===== src/hdl/prsm_pkg.sv =====
// Shared widths, constants, register indexes and types of the packet rate and sequence monitor.
package prsm_pkg;

    // Field widths
    localparam int LEN_W      = 16;
    localparam int TIME_W     = 48;
    localparam int SEQ_W      = 16;
    localparam int WIN_W      = 32;
    localparam int BYTES_W    = 32;
    localparam int SUM_W      = 40;
    localparam int COUNT_W    = 32;
    localparam int MBPS_W     = 16;
    localparam int KBPS_W     = 10;
    localparam int CFG_DATA_W = 32;
    localparam int CFG_IDX_W  = 2;

    // Bit-serial divider geometry
    localparam int DIV_DVD_W  = 40;
    localparam int DIV_DSR_W  = 32;
    localparam int DIV_STEPS  = DIV_DVD_W;
    localparam int DIV_CNT_W  = $clog2(DIV_STEPS);

    // Rate conversion: bytes to bits is a shift, then two divides by one thousand
    localparam int BYTE_SHIFT    = 3;
    localparam int BITS_PER_KBIT = 1000;

    // Register reset values
    localparam logic [LEN_W-1:0] MAX_LEN_RESET = '1;
    localparam logic [WIN_W-1:0] WINDOW_RESET  = WIN_W'(1000000);

    // Configuration register indexes
    localparam logic [CFG_IDX_W-1:0] CFG_MAX_LEN = 2'd0;
    localparam logic [CFG_IDX_W-1:0] CFG_WINDOW  = 2'd1;
    localparam logic [CFG_IDX_W-1:0] CFG_SEQ_EN  = 2'd2;

    // Sequencer states
    typedef enum logic [6:0] {
        S_IDLE   = 7'b0000001,
        S_CALC   = 7'b0000010,
        S_UPDATE = 7'b0000100,
        S_DIV1   = 7'b0001000,
        S_DIV2   = 7'b0010000,
        S_COMMIT = 7'b0100000,
        S_OUT    = 7'b1000000
    } state_t;

    // Divider status toward the sequencer
    typedef struct packed {
        logic busy;
        logic done;
    } div_status_t;

endpackage


===== src/hdl/packet_rate_and_sequence_monitor.sv =====
// Packet rate and sequence monitor: top level with sequencer, state and output register.
//
// Usage: each input word carries one received packet (packet_length,
// arrival_time_us, seq_number) on in_valid/in_stall; each output word carries
// exactly one result on out_valid/out_stall. A word moves on a clock edge
// with valid high and stall low. Configuration registers (max packet length, window
// length, sequence check enable) are written through cfg_write_enable, cfg_index and
// cfg_data, by the user only while the block is idle; the block does not enforce it.
// Throughput: one packet at a time. An ordinary packet passes the calculate,
// update, commit and output states to the output register, and the next
// packet can be accepted in the cycle after. A packet that closes a window
// also takes two passes of a 40-step bit-serial divider (mean interval and
// bits per thousand in parallel, then thousands per thousand) between the
// update and commit states.
// Stall: the finished result waits in the output register; the block takes a
// new packet meanwhile and holds its next result until the register is free.
// Reset: all totals and timestamps clear, registers return to their defaults
// and no result is pending.
module packet_rate_and_sequence_monitor (
    input  logic                                clk,
    input  logic                                rst_n,
    // Configuration
    input  logic                                cfg_write_enable,
    input  logic [prsm_pkg::CFG_IDX_W-1:0]      cfg_index,
    input  logic [prsm_pkg::CFG_DATA_W-1:0]     cfg_data,
    // Input packet words
    input  logic                                in_valid,
    output logic                                in_stall,
    input  logic [prsm_pkg::LEN_W-1:0]          packet_length,
    input  logic [prsm_pkg::TIME_W-1:0]         arrival_time_us,
    input  logic [prsm_pkg::SEQ_W-1:0]          seq_number,
    // Result words
    output logic                                out_valid,
    input  logic                                out_stall,
    output logic                                oversize,
    output logic                                report_valid,
    output logic [prsm_pkg::MBPS_W-1:0]         rate_mbps,
    output logic [prsm_pkg::KBPS_W-1:0]         rate_kbps_fraction,
    output logic [prsm_pkg::SUM_W-1:0]          mean_interval_us,
    output logic                                seq_error,
    output logic [prsm_pkg::COUNT_W-1:0]        error_count,
    output logic [prsm_pkg::COUNT_W-1:0]        check_count
);
    import prsm_pkg::*;

    // Configuration registers
    logic [LEN_W-1:0]   max_len_reg, max_len_next;
    logic [WIN_W-1:0]   window_reg, window_next;
    logic               seq_en_reg, seq_en_next;

    // Sequencer
    state_t             state_reg, state_next;

    // Captured input word
    logic [LEN_W-1:0]   len_reg, len_next;
    logic [TIME_W-1:0]  time_reg, time_next;
    logic [SEQ_W-1:0]   seq_reg, seq_next;

    // Monitor state
    logic [BYTES_W-1:0] bytes_reg, bytes_next;
    logic [SUM_W-1:0]   sum_reg, sum_next;
    logic [COUNT_W-1:0] count_reg, count_next;
    logic [TIME_W-1:0]  start_reg, start_next;
    logic [TIME_W-1:0]  last_reg, last_next;
    logic [SEQ_W-1:0]   prev_seq_reg, prev_seq_next;
    logic [COUNT_W-1:0] checks_reg, checks_next;
    logic [COUNT_W-1:0] gaps_reg, gaps_next;

    // Per-packet working results
    logic [TIME_W-1:0]  interval_reg, interval_next;
    logic               over_reg, over_next;
    logic               rep_reg, rep_next;
    logic               serr_reg, serr_next;
    logic [SUM_W-1:0]   mean_reg, mean_next;
    logic [MBPS_W-1:0]  mbps_reg, mbps_next;
    logic [KBPS_W-1:0]  kbps_reg, kbps_next;

    // Output register
    logic               out_valid_reg, out_valid_next;
    logic               out_over_reg, out_over_next;
    logic               out_rep_reg, out_rep_next;
    logic [MBPS_W-1:0]  out_mbps_reg, out_mbps_next;
    logic [KBPS_W-1:0]  out_kbps_reg, out_kbps_next;
    logic [SUM_W-1:0]   out_mean_reg, out_mean_next;
    logic               out_serr_reg, out_serr_next;
    logic [COUNT_W-1:0] out_gaps_reg, out_gaps_next;
    logic [COUNT_W-1:0] out_checks_reg, out_checks_next;

    // Combinational helpers
    logic               in_accept;
    logic               out_free;
    logic [BYTES_W:0]   bytes_sum;
    logic [TIME_W-1:0]  elapsed;
    logic [TIME_W:0]    sum_wide;
    logic [COUNT_W-1:0] checks_inc;
    logic               gap;

    // Divider hookup
    logic                   mean_start;
    logic                   rate_start;
    logic [DIV_DVD_W-1:0]   rate_dividend;
    div_status_t            mean_st;
    div_status_t            rate_st;
    logic [DIV_DVD_W-1:0]   mean_q;
    logic [DIV_DSR_W-1:0]   mean_r;
    logic [DIV_DVD_W-1:0]   rate_q;
    logic [DIV_DSR_W-1:0]   rate_r;

    assign in_stall  = (state_reg != S_IDLE);
    assign in_accept = in_valid && !in_stall;
    assign out_free  = !out_valid_reg || !out_stall;

    // Window arithmetic on the captured word
    assign bytes_sum  = {1'b0, bytes_reg} + {{(BYTES_W + 1 - LEN_W){1'b0}}, len_reg};
    assign elapsed    = time_reg - start_reg;
    assign sum_wide   = {{(TIME_W + 1 - SUM_W){1'b0}}, sum_reg} + {1'b0, interval_reg};
    assign checks_inc = (checks_reg == '1) ? checks_reg : checks_reg + 1'b1;
    assign gap        = (seq_reg != prev_seq_reg + 1'b1) && (checks_inc != COUNT_W'(1));

    // Launch both divisions together, then the second rate pass
    assign mean_start    = (state_reg == S_UPDATE) && rep_reg;
    assign rate_start    = mean_start || ((state_reg == S_DIV1) && rate_st.done);
    assign rate_dividend = (state_reg == S_UPDATE)
                         ? {{(DIV_DVD_W - BYTES_W - BYTE_SHIFT){1'b0}}, bytes_reg,
                            {BYTE_SHIFT{1'b0}}}
                         : rate_q;

    prsm_div u_mean_div (
        .clk       (clk),
        .rst_n     (rst_n),
        .start     (mean_start),
        .dividend  (sum_reg),
        .divisor   (count_reg),
        .status    (mean_st),
        .quotient  (mean_q),
        .remainder (mean_r)
    );

    prsm_div u_rate_div (
        .clk       (clk),
        .rst_n     (rst_n),
        .start     (rate_start),
        .dividend  (rate_dividend),
        .divisor   (DIV_DSR_W'(BITS_PER_KBIT)),
        .status    (rate_st),
        .quotient  (rate_q),
        .remainder (rate_r)
    );

    // Sequencer and datapath next values
    always_comb
    begin
        max_len_next    = max_len_reg;
        window_next     = window_reg;
        seq_en_next     = seq_en_reg;
        state_next      = state_reg;
        len_next        = len_reg;
        time_next       = time_reg;
        seq_next        = seq_reg;
        bytes_next      = bytes_reg;
        sum_next        = sum_reg;
        count_next      = count_reg;
        start_next      = start_reg;
        last_next       = last_reg;
        prev_seq_next   = prev_seq_reg;
        checks_next     = checks_reg;
        gaps_next       = gaps_reg;
        interval_next   = interval_reg;
        over_next       = over_reg;
        rep_next        = rep_reg;
        serr_next       = serr_reg;
        mean_next       = mean_reg;
        mbps_next       = mbps_reg;
        kbps_next       = kbps_reg;
        out_valid_next  = out_valid_reg;
        out_over_next   = out_over_reg;
        out_rep_next    = out_rep_reg;
        out_mbps_next   = out_mbps_reg;
        out_kbps_next   = out_kbps_reg;
        out_mean_next   = out_mean_reg;
        out_serr_next   = out_serr_reg;
        out_gaps_next   = out_gaps_reg;
        out_checks_next = out_checks_reg;

        // Write configuration registers
        if (cfg_write_enable)
        begin
            case (cfg_index)
                CFG_MAX_LEN: max_len_next = cfg_data[LEN_W-1:0];
                CFG_WINDOW:  window_next  = cfg_data[WIN_W-1:0];
                CFG_SEQ_EN:  seq_en_next  = cfg_data[0];
                default:     ;
            endcase
        end

        // Drop the output word once taken
        if (out_valid_reg && !out_stall)
        begin
            out_valid_next = 1'b0;
        end

        case (state_reg)
            S_IDLE:
            begin
                if (in_accept)
                begin
                    len_next   = packet_length;
                    time_next  = arrival_time_us;
                    seq_next   = seq_number;
                    state_next = S_CALC;
                end
            end
            S_CALC:
            begin
                // Add bytes always, measure interval, classify the packet
                bytes_next    = bytes_sum[BYTES_W] ? '1 : bytes_sum[BYTES_W-1:0];
                interval_next = time_reg - last_reg;
                over_next     = (len_reg > max_len_reg);
                rep_next      = !(len_reg > max_len_reg) &&
                                ({{(TIME_W - WIN_W){1'b0}}, window_reg} <= elapsed);
                serr_next     = 1'b0;
                state_next    = S_UPDATE;
            end
            S_UPDATE:
            begin
                if (over_reg)
                begin
                    state_next = S_OUT;
                end
                else if (rep_reg)
                begin
                    state_next = S_DIV1;
                end
                else
                begin
                    state_next = S_COMMIT;
                end
            end
            S_DIV1:
            begin
                // Hold the mean; the rate divider restarts on kilobits
                if (rate_st.done)
                begin
                    mean_next  = (count_reg == '0) ? '0 : mean_q;
                    state_next = S_DIV2;
                end
            end
            S_DIV2:
            begin
                if (rate_st.done)
                begin
                    mbps_next  = rate_q[MBPS_W-1:0];
                    kbps_next  = rate_r[KBPS_W-1:0];
                    state_next = S_COMMIT;
                end
            end
            S_COMMIT:
            begin
                // Close the window or accumulate the interval
                if (rep_reg)
                begin
                    sum_next   = mean_reg;
                    count_next = COUNT_W'(1);
                    bytes_next = '0;
                    start_next = time_reg;
                end
                else
                begin
                    sum_next   = (sum_wide > {{(TIME_W + 1 - SUM_W){1'b0}}, {SUM_W{1'b1}}})
                               ? '1 : sum_wide[SUM_W-1:0];
                    count_next = (count_reg == '1) ? count_reg : count_reg + 1'b1;
                end
                last_next = time_reg;
                // Check the sequence number against its predecessor
                if (seq_en_reg)
                begin
                    checks_next   = checks_inc;
                    prev_seq_next = seq_reg;
                    if (gap)
                    begin
                        gaps_next = (gaps_reg == '1) ? gaps_reg : gaps_reg + 1'b1;
                        serr_next = 1'b1;
                    end
                end
                state_next = S_OUT;
            end
            S_OUT:
            begin
                // Load the output register when it is free
                if (out_free)
                begin
                    out_valid_next  = 1'b1;
                    out_over_next   = over_reg;
                    out_rep_next    = rep_reg;
                    out_mbps_next   = rep_reg ? mbps_reg : '0;
                    out_kbps_next   = rep_reg ? kbps_reg : '0;
                    out_mean_next   = rep_reg ? mean_reg : '0;
                    out_serr_next   = serr_reg;
                    out_gaps_next   = gaps_reg;
                    out_checks_next = checks_reg;
                    state_next      = S_IDLE;
                end
            end
            default:
            begin
                state_next = S_IDLE;
            end
        endcase
    end

    // Control and state registers
    always_ff @(posedge clk or negedge rst_n)
    begin
        if (!rst_n)
        begin
            max_len_reg   <= MAX_LEN_RESET;
            window_reg    <= WINDOW_RESET;
            seq_en_reg    <= 1'b0;
            state_reg     <= S_IDLE;
            bytes_reg     <= '0;
            sum_reg       <= '0;
            count_reg     <= '0;
            start_reg     <= '0;
            last_reg      <= '0;
            prev_seq_reg  <= '0;
            checks_reg    <= '0;
            gaps_reg      <= '0;
            out_valid_reg <= 1'b0;
        end
        else
        begin
            max_len_reg   <= max_len_next;
            window_reg    <= window_next;
            seq_en_reg    <= seq_en_next;
            state_reg     <= state_next;
            bytes_reg     <= bytes_next;
            sum_reg       <= sum_next;
            count_reg     <= count_next;
            start_reg     <= start_next;
            last_reg      <= last_next;
            prev_seq_reg  <= prev_seq_next;
            checks_reg    <= checks_next;
            gaps_reg      <= gaps_next;
            out_valid_reg <= out_valid_next;
        end
    end

    // Payload registers
    always_ff @(posedge clk)
    begin
        len_reg        <= len_next;
        time_reg       <= time_next;
        seq_reg        <= seq_next;
        interval_reg   <= interval_next;
        over_reg       <= over_next;
        rep_reg        <= rep_next;
        serr_reg       <= serr_next;
        mean_reg       <= mean_next;
        mbps_reg       <= mbps_next;
        kbps_reg       <= kbps_next;
        out_over_reg   <= out_over_next;
        out_rep_reg    <= out_rep_next;
        out_mbps_reg   <= out_mbps_next;
        out_kbps_reg   <= out_kbps_next;
        out_mean_reg   <= out_mean_next;
        out_serr_reg   <= out_serr_next;
        out_gaps_reg   <= out_gaps_next;
        out_checks_reg <= out_checks_next;
    end

    assign out_valid          = out_valid_reg;
    assign oversize           = out_over_reg;
    assign report_valid       = out_rep_reg;
    assign rate_mbps          = out_mbps_reg;
    assign rate_kbps_fraction = out_kbps_reg;
    assign mean_interval_us   = out_mean_reg;
    assign seq_error          = out_serr_reg;
    assign error_count        = out_gaps_reg;
    assign check_count        = out_checks_reg;

`ifndef SYNTHESIS
    // Both dividers run in lockstep through the first pass
    a_div_lockstep: assert property (@(posedge clk) disable iff (!rst_n)
        (state_reg == S_DIV1) |-> (mean_st.done == rate_st.done))
        else $error("mean and rate dividers out of step");

    // A new output word comes only from the output state
    a_out_source: assert property (@(posedge clk) disable iff (!rst_n)
        $rose(out_valid_reg) |-> $past(state_reg == S_OUT))
        else $error("output loaded outside output state");

    // An oversize packet reports nothing else
    a_oversize_quiet: assert property (@(posedge clk) disable iff (!rst_n)
        (out_valid_reg && out_over_reg) |-> (!out_rep_reg && !out_serr_reg))
        else $error("oversize packet reported rate or gap");

    // Rate fields are zero outside a report
    a_rate_zero: assert property (@(posedge clk) disable iff (!rst_n)
        (out_valid_reg && !out_rep_reg) |->
        (out_mbps_reg == '0 && out_kbps_reg == '0 && out_mean_reg == '0))
        else $error("rate fields set without report");

    // An accepted word moves straight into calculation
    a_accept_calc: assert property (@(posedge clk) disable iff (!rst_n)
        in_accept |=> (state_reg == S_CALC))
        else $error("accepted word not processed");
`endif

endmodule


===== src/hdl/prsm_div.sv =====
// Restoring bit-serial divider, one quotient bit per cycle.
module prsm_div (
    input  logic                                clk,
    input  logic                                rst_n,
    input  logic                                start,
    input  logic [prsm_pkg::DIV_DVD_W-1:0]      dividend,
    input  logic [prsm_pkg::DIV_DSR_W-1:0]      divisor,
    output prsm_pkg::div_status_t               status,
    output logic [prsm_pkg::DIV_DVD_W-1:0]      quotient,
    output logic [prsm_pkg::DIV_DSR_W-1:0]      remainder
);
    import prsm_pkg::*;

    logic [DIV_DVD_W-1:0] quo_reg, quo_next;
    logic [DIV_DSR_W-1:0] rem_reg, rem_next;
    logic [DIV_DSR_W-1:0] dsr_reg, dsr_next;
    logic [DIV_CNT_W-1:0] cnt_reg, cnt_next;
    logic                 busy_reg, busy_next;
    logic                 done_reg, done_next;
    logic [DIV_DSR_W:0]   shifted;
    logic [DIV_DSR_W+1:0] diff;
    logic                 neg;

    // Trial subtract of the divisor from the shifted partial remainder
    assign shifted = {rem_reg, quo_reg[DIV_DVD_W-1]};
    assign diff    = {1'b0, shifted} - {2'b00, dsr_reg};
    assign neg     = diff[DIV_DSR_W+1];

    // Load on start, then shift one quotient bit in per cycle
    always_comb
    begin
        quo_next  = quo_reg;
        rem_next  = rem_reg;
        dsr_next  = dsr_reg;
        cnt_next  = cnt_reg;
        busy_next = busy_reg;
        done_next = 1'b0;
        if (start)
        begin
            quo_next  = dividend;
            rem_next  = '0;
            dsr_next  = divisor;
            cnt_next  = '0;
            busy_next = 1'b1;
        end
        else if (busy_reg)
        begin
            quo_next = {quo_reg[DIV_DVD_W-2:0], ~neg};
            rem_next = neg ? shifted[DIV_DSR_W-1:0] : diff[DIV_DSR_W-1:0];
            cnt_next = cnt_reg + 1'b1;
            if (cnt_reg == DIV_CNT_W'(DIV_STEPS - 1))
            begin
                busy_next = 1'b0;
                done_next = 1'b1;
            end
        end
    end

    always_ff @(posedge clk or negedge rst_n)
    begin
        if (!rst_n)
        begin
            cnt_reg  <= '0;
            busy_reg <= 1'b0;
            done_reg <= 1'b0;
        end
        else
        begin
            cnt_reg  <= cnt_next;
            busy_reg <= busy_next;
            done_reg <= done_next;
        end
    end

    always_ff @(posedge clk)
    begin
        quo_reg <= quo_next;
        rem_reg <= rem_next;
        dsr_reg <= dsr_next;
    end

    assign status.busy = busy_reg;
    assign status.done = done_reg;
    assign quotient    = quo_reg;
    assign remainder   = rem_reg;

`ifndef SYNTHESIS
    // Start never lands on a division in progress
    a_start_idle: assert property (@(posedge clk) disable iff (!rst_n)
        start |-> !busy_reg)
        else $error("divider started while busy");

    // Done follows the last busy cycle
    a_done_after_busy: assert property (@(posedge clk) disable iff (!rst_n)
        done_reg |-> ($past(busy_reg) && !busy_reg))
        else $error("divider done without a division");

    // Done is a single-cycle pulse
    a_done_pulse: assert property (@(posedge clk) disable iff (!rst_n)
        done_reg |=> !done_reg)
        else $error("divider done held");
`endif

endmodule


===== config.mk =====
export PLATFORM = sky130hd
export DESIGN_NAME = packet_rate_and_sequence_monitor
export DESIGN_NICKNAME = d
export VERILOG_FILES = /design/src/hdl/prsm_pkg.sv /design/src/hdl/packet_rate_and_sequence_monitor.sv /design/src/hdl/prsm_div.sv
export SDC_FILE = /design/constraint.sdc
export NUM_CORES = 2
export LEC_CHECK = 0
export BUFFER_PORTS_ARGS = -buffer_cell sky130_fd_sc_hd__buf_4
export CORE_AREA = 2 2 303 305
export DETAILED_ROUTE_END_ITERATION = 8
export DIE_AREA = 0 0 305 307
export GPL_ROUTABILITY_DRIVEN = 0
export PLACE_DENSITY_LB_ADDON = 0.08
export RECOVER_POWER = 25
export SETUP_SLACK_MARGIN = 0.02
export SYNTH_ARGS = -nofsm -noshare
export SYNTH_HDL_FRONTEND = slang
export SYNTH_SLANG_ARGS = --single-unit

===== constraint.sdc =====
create_clock -name clk -period 23.3 [get_ports clk]
set_input_delay 2.33 -clock clk [delete_from_list [all_inputs] [get_ports clk]]
set_output_delay 2.33 -clock clk [all_outputs]
set_load 0.01 [all_outputs]

**Yosys cells after proc, flatten, opt, wreduce, memory -nomap -nowiden**

Cells that the tools add are included.

- Add/sub/neg operators: 12
- $lt $le $gt $ge: 3
- Equality and inequality tests: 26
- Mux-type cells: 41
- Bitwise gates (word level): 3
- Reduce and logical (&&, ||, !) cells: 32

Operator list:

| operator | number |
|---|---|
| 2-to-1 mux 40 bit | 7 |
| 2-to-1 mux 32 bit | 7 |
| adder 32 x 1 -> 32 bit, second input constant | 3 |
| equality test 32 bit, second input constant | 3 |
| subtractor 48 bit | 2 |
| one-hot mux 32 bit (2 select lines) | 1 |
| adder 40 x 48 -> 49 bit | 1 |
| > comparator 49 x 40 -> 1 bit, second input constant | 1 |
| one-hot mux 7 bit (7 select lines) | 1 |
| less-or-equal comparator 32 x 48 -> 1 bit | 1 |
| 2-to-1 mux 7 bit | 5 |
| subtractor 33 x 10 -> 34 bit, second input constant | 1 |
| subtractor 33 x 32 -> 34 bit | 1 |
| adder 32 x 16 -> 33 bit | 1 |
| logical NOT 32 bit | 1 |
| != test 32 x 1 -> 1 bit, second input constant | 1 |
| 2-to-1 mux 6 bit | 5 |
| AND reduction 2 bit | 12 |
| adder 16 x 1 -> 16 bit, second input constant | 1 |
| > comparator 16 bit | 1 |
| != test 16 bit | 1 |
| 2-to-1 mux 1 bit | 14 |
| adder 6 x 1 -> 6 bit, second input constant | 2 |
| equality test 6 bit, second input constant | 2 |
| 21 further kinds | 42 |

- Flip-flop bits (word level): 858
- Input bits: 119
- Output and inout port bits: 135
- Logic and storage cells: 158

**Depth between registers and ports, before layout**

- Depth in word-level cells: 7
- Gate-level depth with buffers: 25
- Mapped depth without buffers: 25

**Modules after synthesis**

From an unflattened synthesis, not the netlist that was laid out.

- Cell total of the unflattened synthesis: 4775
- Area total of the unflattened synthesis: 49153.4 µm²

By module, submodules not included:

| module | times used | cells an instance | area each (µm²) | seq. area each (µm²) |
|---|---|---|---|---|
| packet_rate_and_sequence_monitor | 1 | 3569 | 36307.3 | 18372.6 |
| prsm_div at u_mean_div | 1 | 583 | 6488.7 | 3002.9 |
| prsm_div at u_rate_div | 1 | 623 | 6357.3 | 3002.9 |

**Worst setup path after synthesis**

OpenSTA, ideal clock, no wires.

- Path type: input-to-reg
- From: in out_stall
- To: reg out_checks_reg[0] (netlist: check_count[0]), enable pin
- Library setup time: 669 ps
- Arrival time: 8589 ps
- Data required time: 22631 ps
- Path slack: 14042 ps
- Cell stages on the path: 1
- Path buffers: 0
- Cells stage by stage: a21oi_1

- Longest elaborated chain between the ends: 3

RTL lines:

| what | line | text |
|---|---|---|
| from (decl) | packet_rate_and_sequence_monitor.sv:34 | `input logic out_stall,` |
| logical NOT 1 bit | packet_rate_and_sequence_monitor.sv:111 | `assign out_free = !out_valid_reg \|\| !out_stall;` |
| logical OR 1 bit | packet_rate_and_sequence_monitor.sv:111 |  |
| AND reduction 2 bit (no line) | n/a |  |
| to (signal assigned) | packet_rate_and_sequence_monitor.sv:368 | `out_checks_reg <= out_checks_next;` |
| to (decl) | packet_rate_and_sequence_monitor.sv:87 | `logic [COUNT_W-1:0] out_checks_reg, out_checks_next;` |

No other way between the ends.
A chain may end at the register's enable or synchronous reset.

==> reports/results.ini <==
[clock_tree]
post_cts_buffers=0
clk_pin_slew_worst_paths_ns=0.06
cts_buffer_depth=3
cts_buffers=95
htree_levels=3
cts_tree=done
cts_root_buffer=clkbuf_16
cts_resized=0
clkLatencyLatePin_ns=0.66
cts_sinks=858
holdBufCountCts=0

[yosys]
synth_top_area_cell=edfxtp_1
syn_nets=4665
netlist_area_mm2=0.0448
yosys.cell_types.count=85
syn_inst=4303
ys_warn_count=0
yosys-top-cells-area=edfxtp_1, dfrtp_1, ha_1, a21oi_1, nand2_1
synth_top_flop_cell=edfxtp_1
postSynthAreaPerCell_um2=10.4
yosysMostFrequentCell=edfxtp_1
synth_edf_count=442
ys_seq_elements=858
synth_async_sr_flop_share=0.410
ys_seq_area_frac=0.523
synthTopCellsByCount=edfxtp_1, nand2_1, a21oi_1
synth_top_area_share=0.296

[global_routing]
grt_util_all_layers=0.223
grt_pass1_vias=31200
overflow=0
antenna_found_initial=1
grt_pass1_wl_um=169000
grt_max_degree=102

[drt]
wirelength_um=104000
drtIter0Drc=1981
drt_drc_violations_left=0
via_per_inst=5.55
final_antenna_net_count=0
drt_first_pass_iters=8
via_count=32100
post_drt_wl_per_cell_um=18.0

[power]
p_leak_nw=21.0
powerDensity_mw_per_mm2=111
ir_worst_vdd_v=0.0000603

[cells_and_area]
layout.nets=4881
fill_cells=8004
n_antenna_cell=0
final-seq-area_mm2=0.0234
drive_above_1_share=0.123
synthToLayoutAreaGrowth_pct=13.9
multi_input_area_mm2=0.0199

[die]
num_io_pins=254
start_util=0.494
coreArea_mm2=0.0907
fp.dieW_um=305
num_rows=111
dieArea_mm2=0.0936
die_h_um=307

[timing]
slew_headroom=-2.88
timing.final.ws_setup_ns=15.54
fin_tns_setup_ns=0
clock-skew-final_ns=0.0259
finalSetupViolCount=0
hold_slack_ns=0.442
tightest_slew_ns=5.82
fmax_mhz=129
drv_slew=368
hold_viol_final=0
min_period_ns=7.76
period_share=0.333
rsz0062_at_grt=no

[critical_path]
required_ns=23.91
crit_family=buffers and inverters
endpoint=u_rate_div.busy_reg
crit_type=in2async
cp_slowest_cell=clkbuf_1
reg2reg_depth=10
cp_num_buf_inv=3
worstPathMaxFanout=101
path_depth=3
cp-start-kind=input pin
worstPathArrival_ns=8.38
critPathLaunch=rst_n
r2r_slack_ns=16.98
path_cells=clkbuf_1 -> buf_4 -> buf_4
slowest_delay_ns=3.95
r2r_end=count_reg[23]
end_kind=async pin
timing.rr.start=rep_reg
crit_top_cell=buf_4

[run_status]
violations=max-capacitance violations, max-slew violations
status=finished with violations

[run]
maxCapViolCount=6

[min_path]
hold_path_class=reg2reg

[placement]
portBuffers=253
hpwl_um=74000
place_ws_ns=17.78

## logic make-up after synthesis
family | synth area share
adders and majority gates | 0.0688
AOI/OAI and AO/OA | 0.137
muxes | 0.0277
and+or+nand+nor | 0.149
DFF | 0.523
xor gates and xnor gates | 0.0603
buffers and inverters | 0.0348
## through the flow
| step | std cells | instance area, µm² | power, mW | utilization |
|---|---|---|---|---|
| finish | 5788 | 51000 | 5.68 | 0.562 |
| global route | 5788 | 51000 | 6.06 | 0.562 |
| CTS | 5788 | 51100 | 5.72 | 0.564 |
| detailed placement | 5608 | 47800 | 4.12 | 0.527 |
| global placement | 5608 | 47800 | 4.10 | 0.527 |
| floorplan | 4303 | 44800 | 3.62 | - |
## layout by cell type, fill, tap and decap left out, types with 68 or more instances in the layout
master | netlist | routed
a21o_1 | 86 | 86
a21oi_1 | 352 | 350
buf_4 | 5 | 193
clkbuf_16 | 0 | 98
dfrtp_1 | 328 | 326
edfxtp_1 | 442 | 442
ha_1 | 238 | 238
inv_1 | 231 | 230
mux2_2 | 86 | 86
nand2_1 | 428 | 426
nand3_1 | 96 | 96
nand4_1 | 81 | 81
nor2_1 | 283 | 280
nor2b_1 | 68 | 68
nor3_1 | 72 | 72
o21ai_0 | 303 | 303
xnor2_1 | 164 | 164
xor2_1 | 144 | 144
## power breakdown
part | switching (mW) | total (mW) | internal [mW] | leakage, nW
Sequential | 0.227 | 2.22 | 1.99 | 9.30
Clock | 0.626 | 1.57 | 0.946 | 1.60
Combinational | 1.10 | 1.89 | 0.790 | 10.1
## area by class of cell
type                       count  share of cell area
inverter                     233              0.0172
sequential                   858               0.459
timing repair buffer         285              0.0396
clock buffer                 123              0.0509
tap                         1186              0.0291
multi-input combinational   3046               0.390
clock inverter                57              0.0139
## per-layer routing
metal	share of wire	track usage	routed length [µm]	vias to the layer above
li1	-	-	-	15900
met1	0.46	0.306	48200	15400
met2	0.47	0.370	49100	721
met3	0.044	0.0289	4550	157
met4	0.024	0.0657	2480	2
met5	0.00015	0	16	-
## worst min-delay path by stage
stage	startpoint	endpoint	slack [ns]	cells past startpoint
floorplan	serr_reg	seq_error	0.40	0
global route	u_rate_div.quotient[0]	mbps_reg[0]	0.46	0
finish	u_rate_div.quotient[1]	mbps_reg[1]	0.44	0
global placement	u_rate_div.quotient[1]	mbps_reg[1]	0.43	0
CTS	u_rate_div.quotient[1]	mbps_reg[1]	0.44	0
detailed placement	u_rate_div.quotient[1]	mbps_reg[1]	0.43	0
No activity file was read; power rests on OpenSTA's default activity.
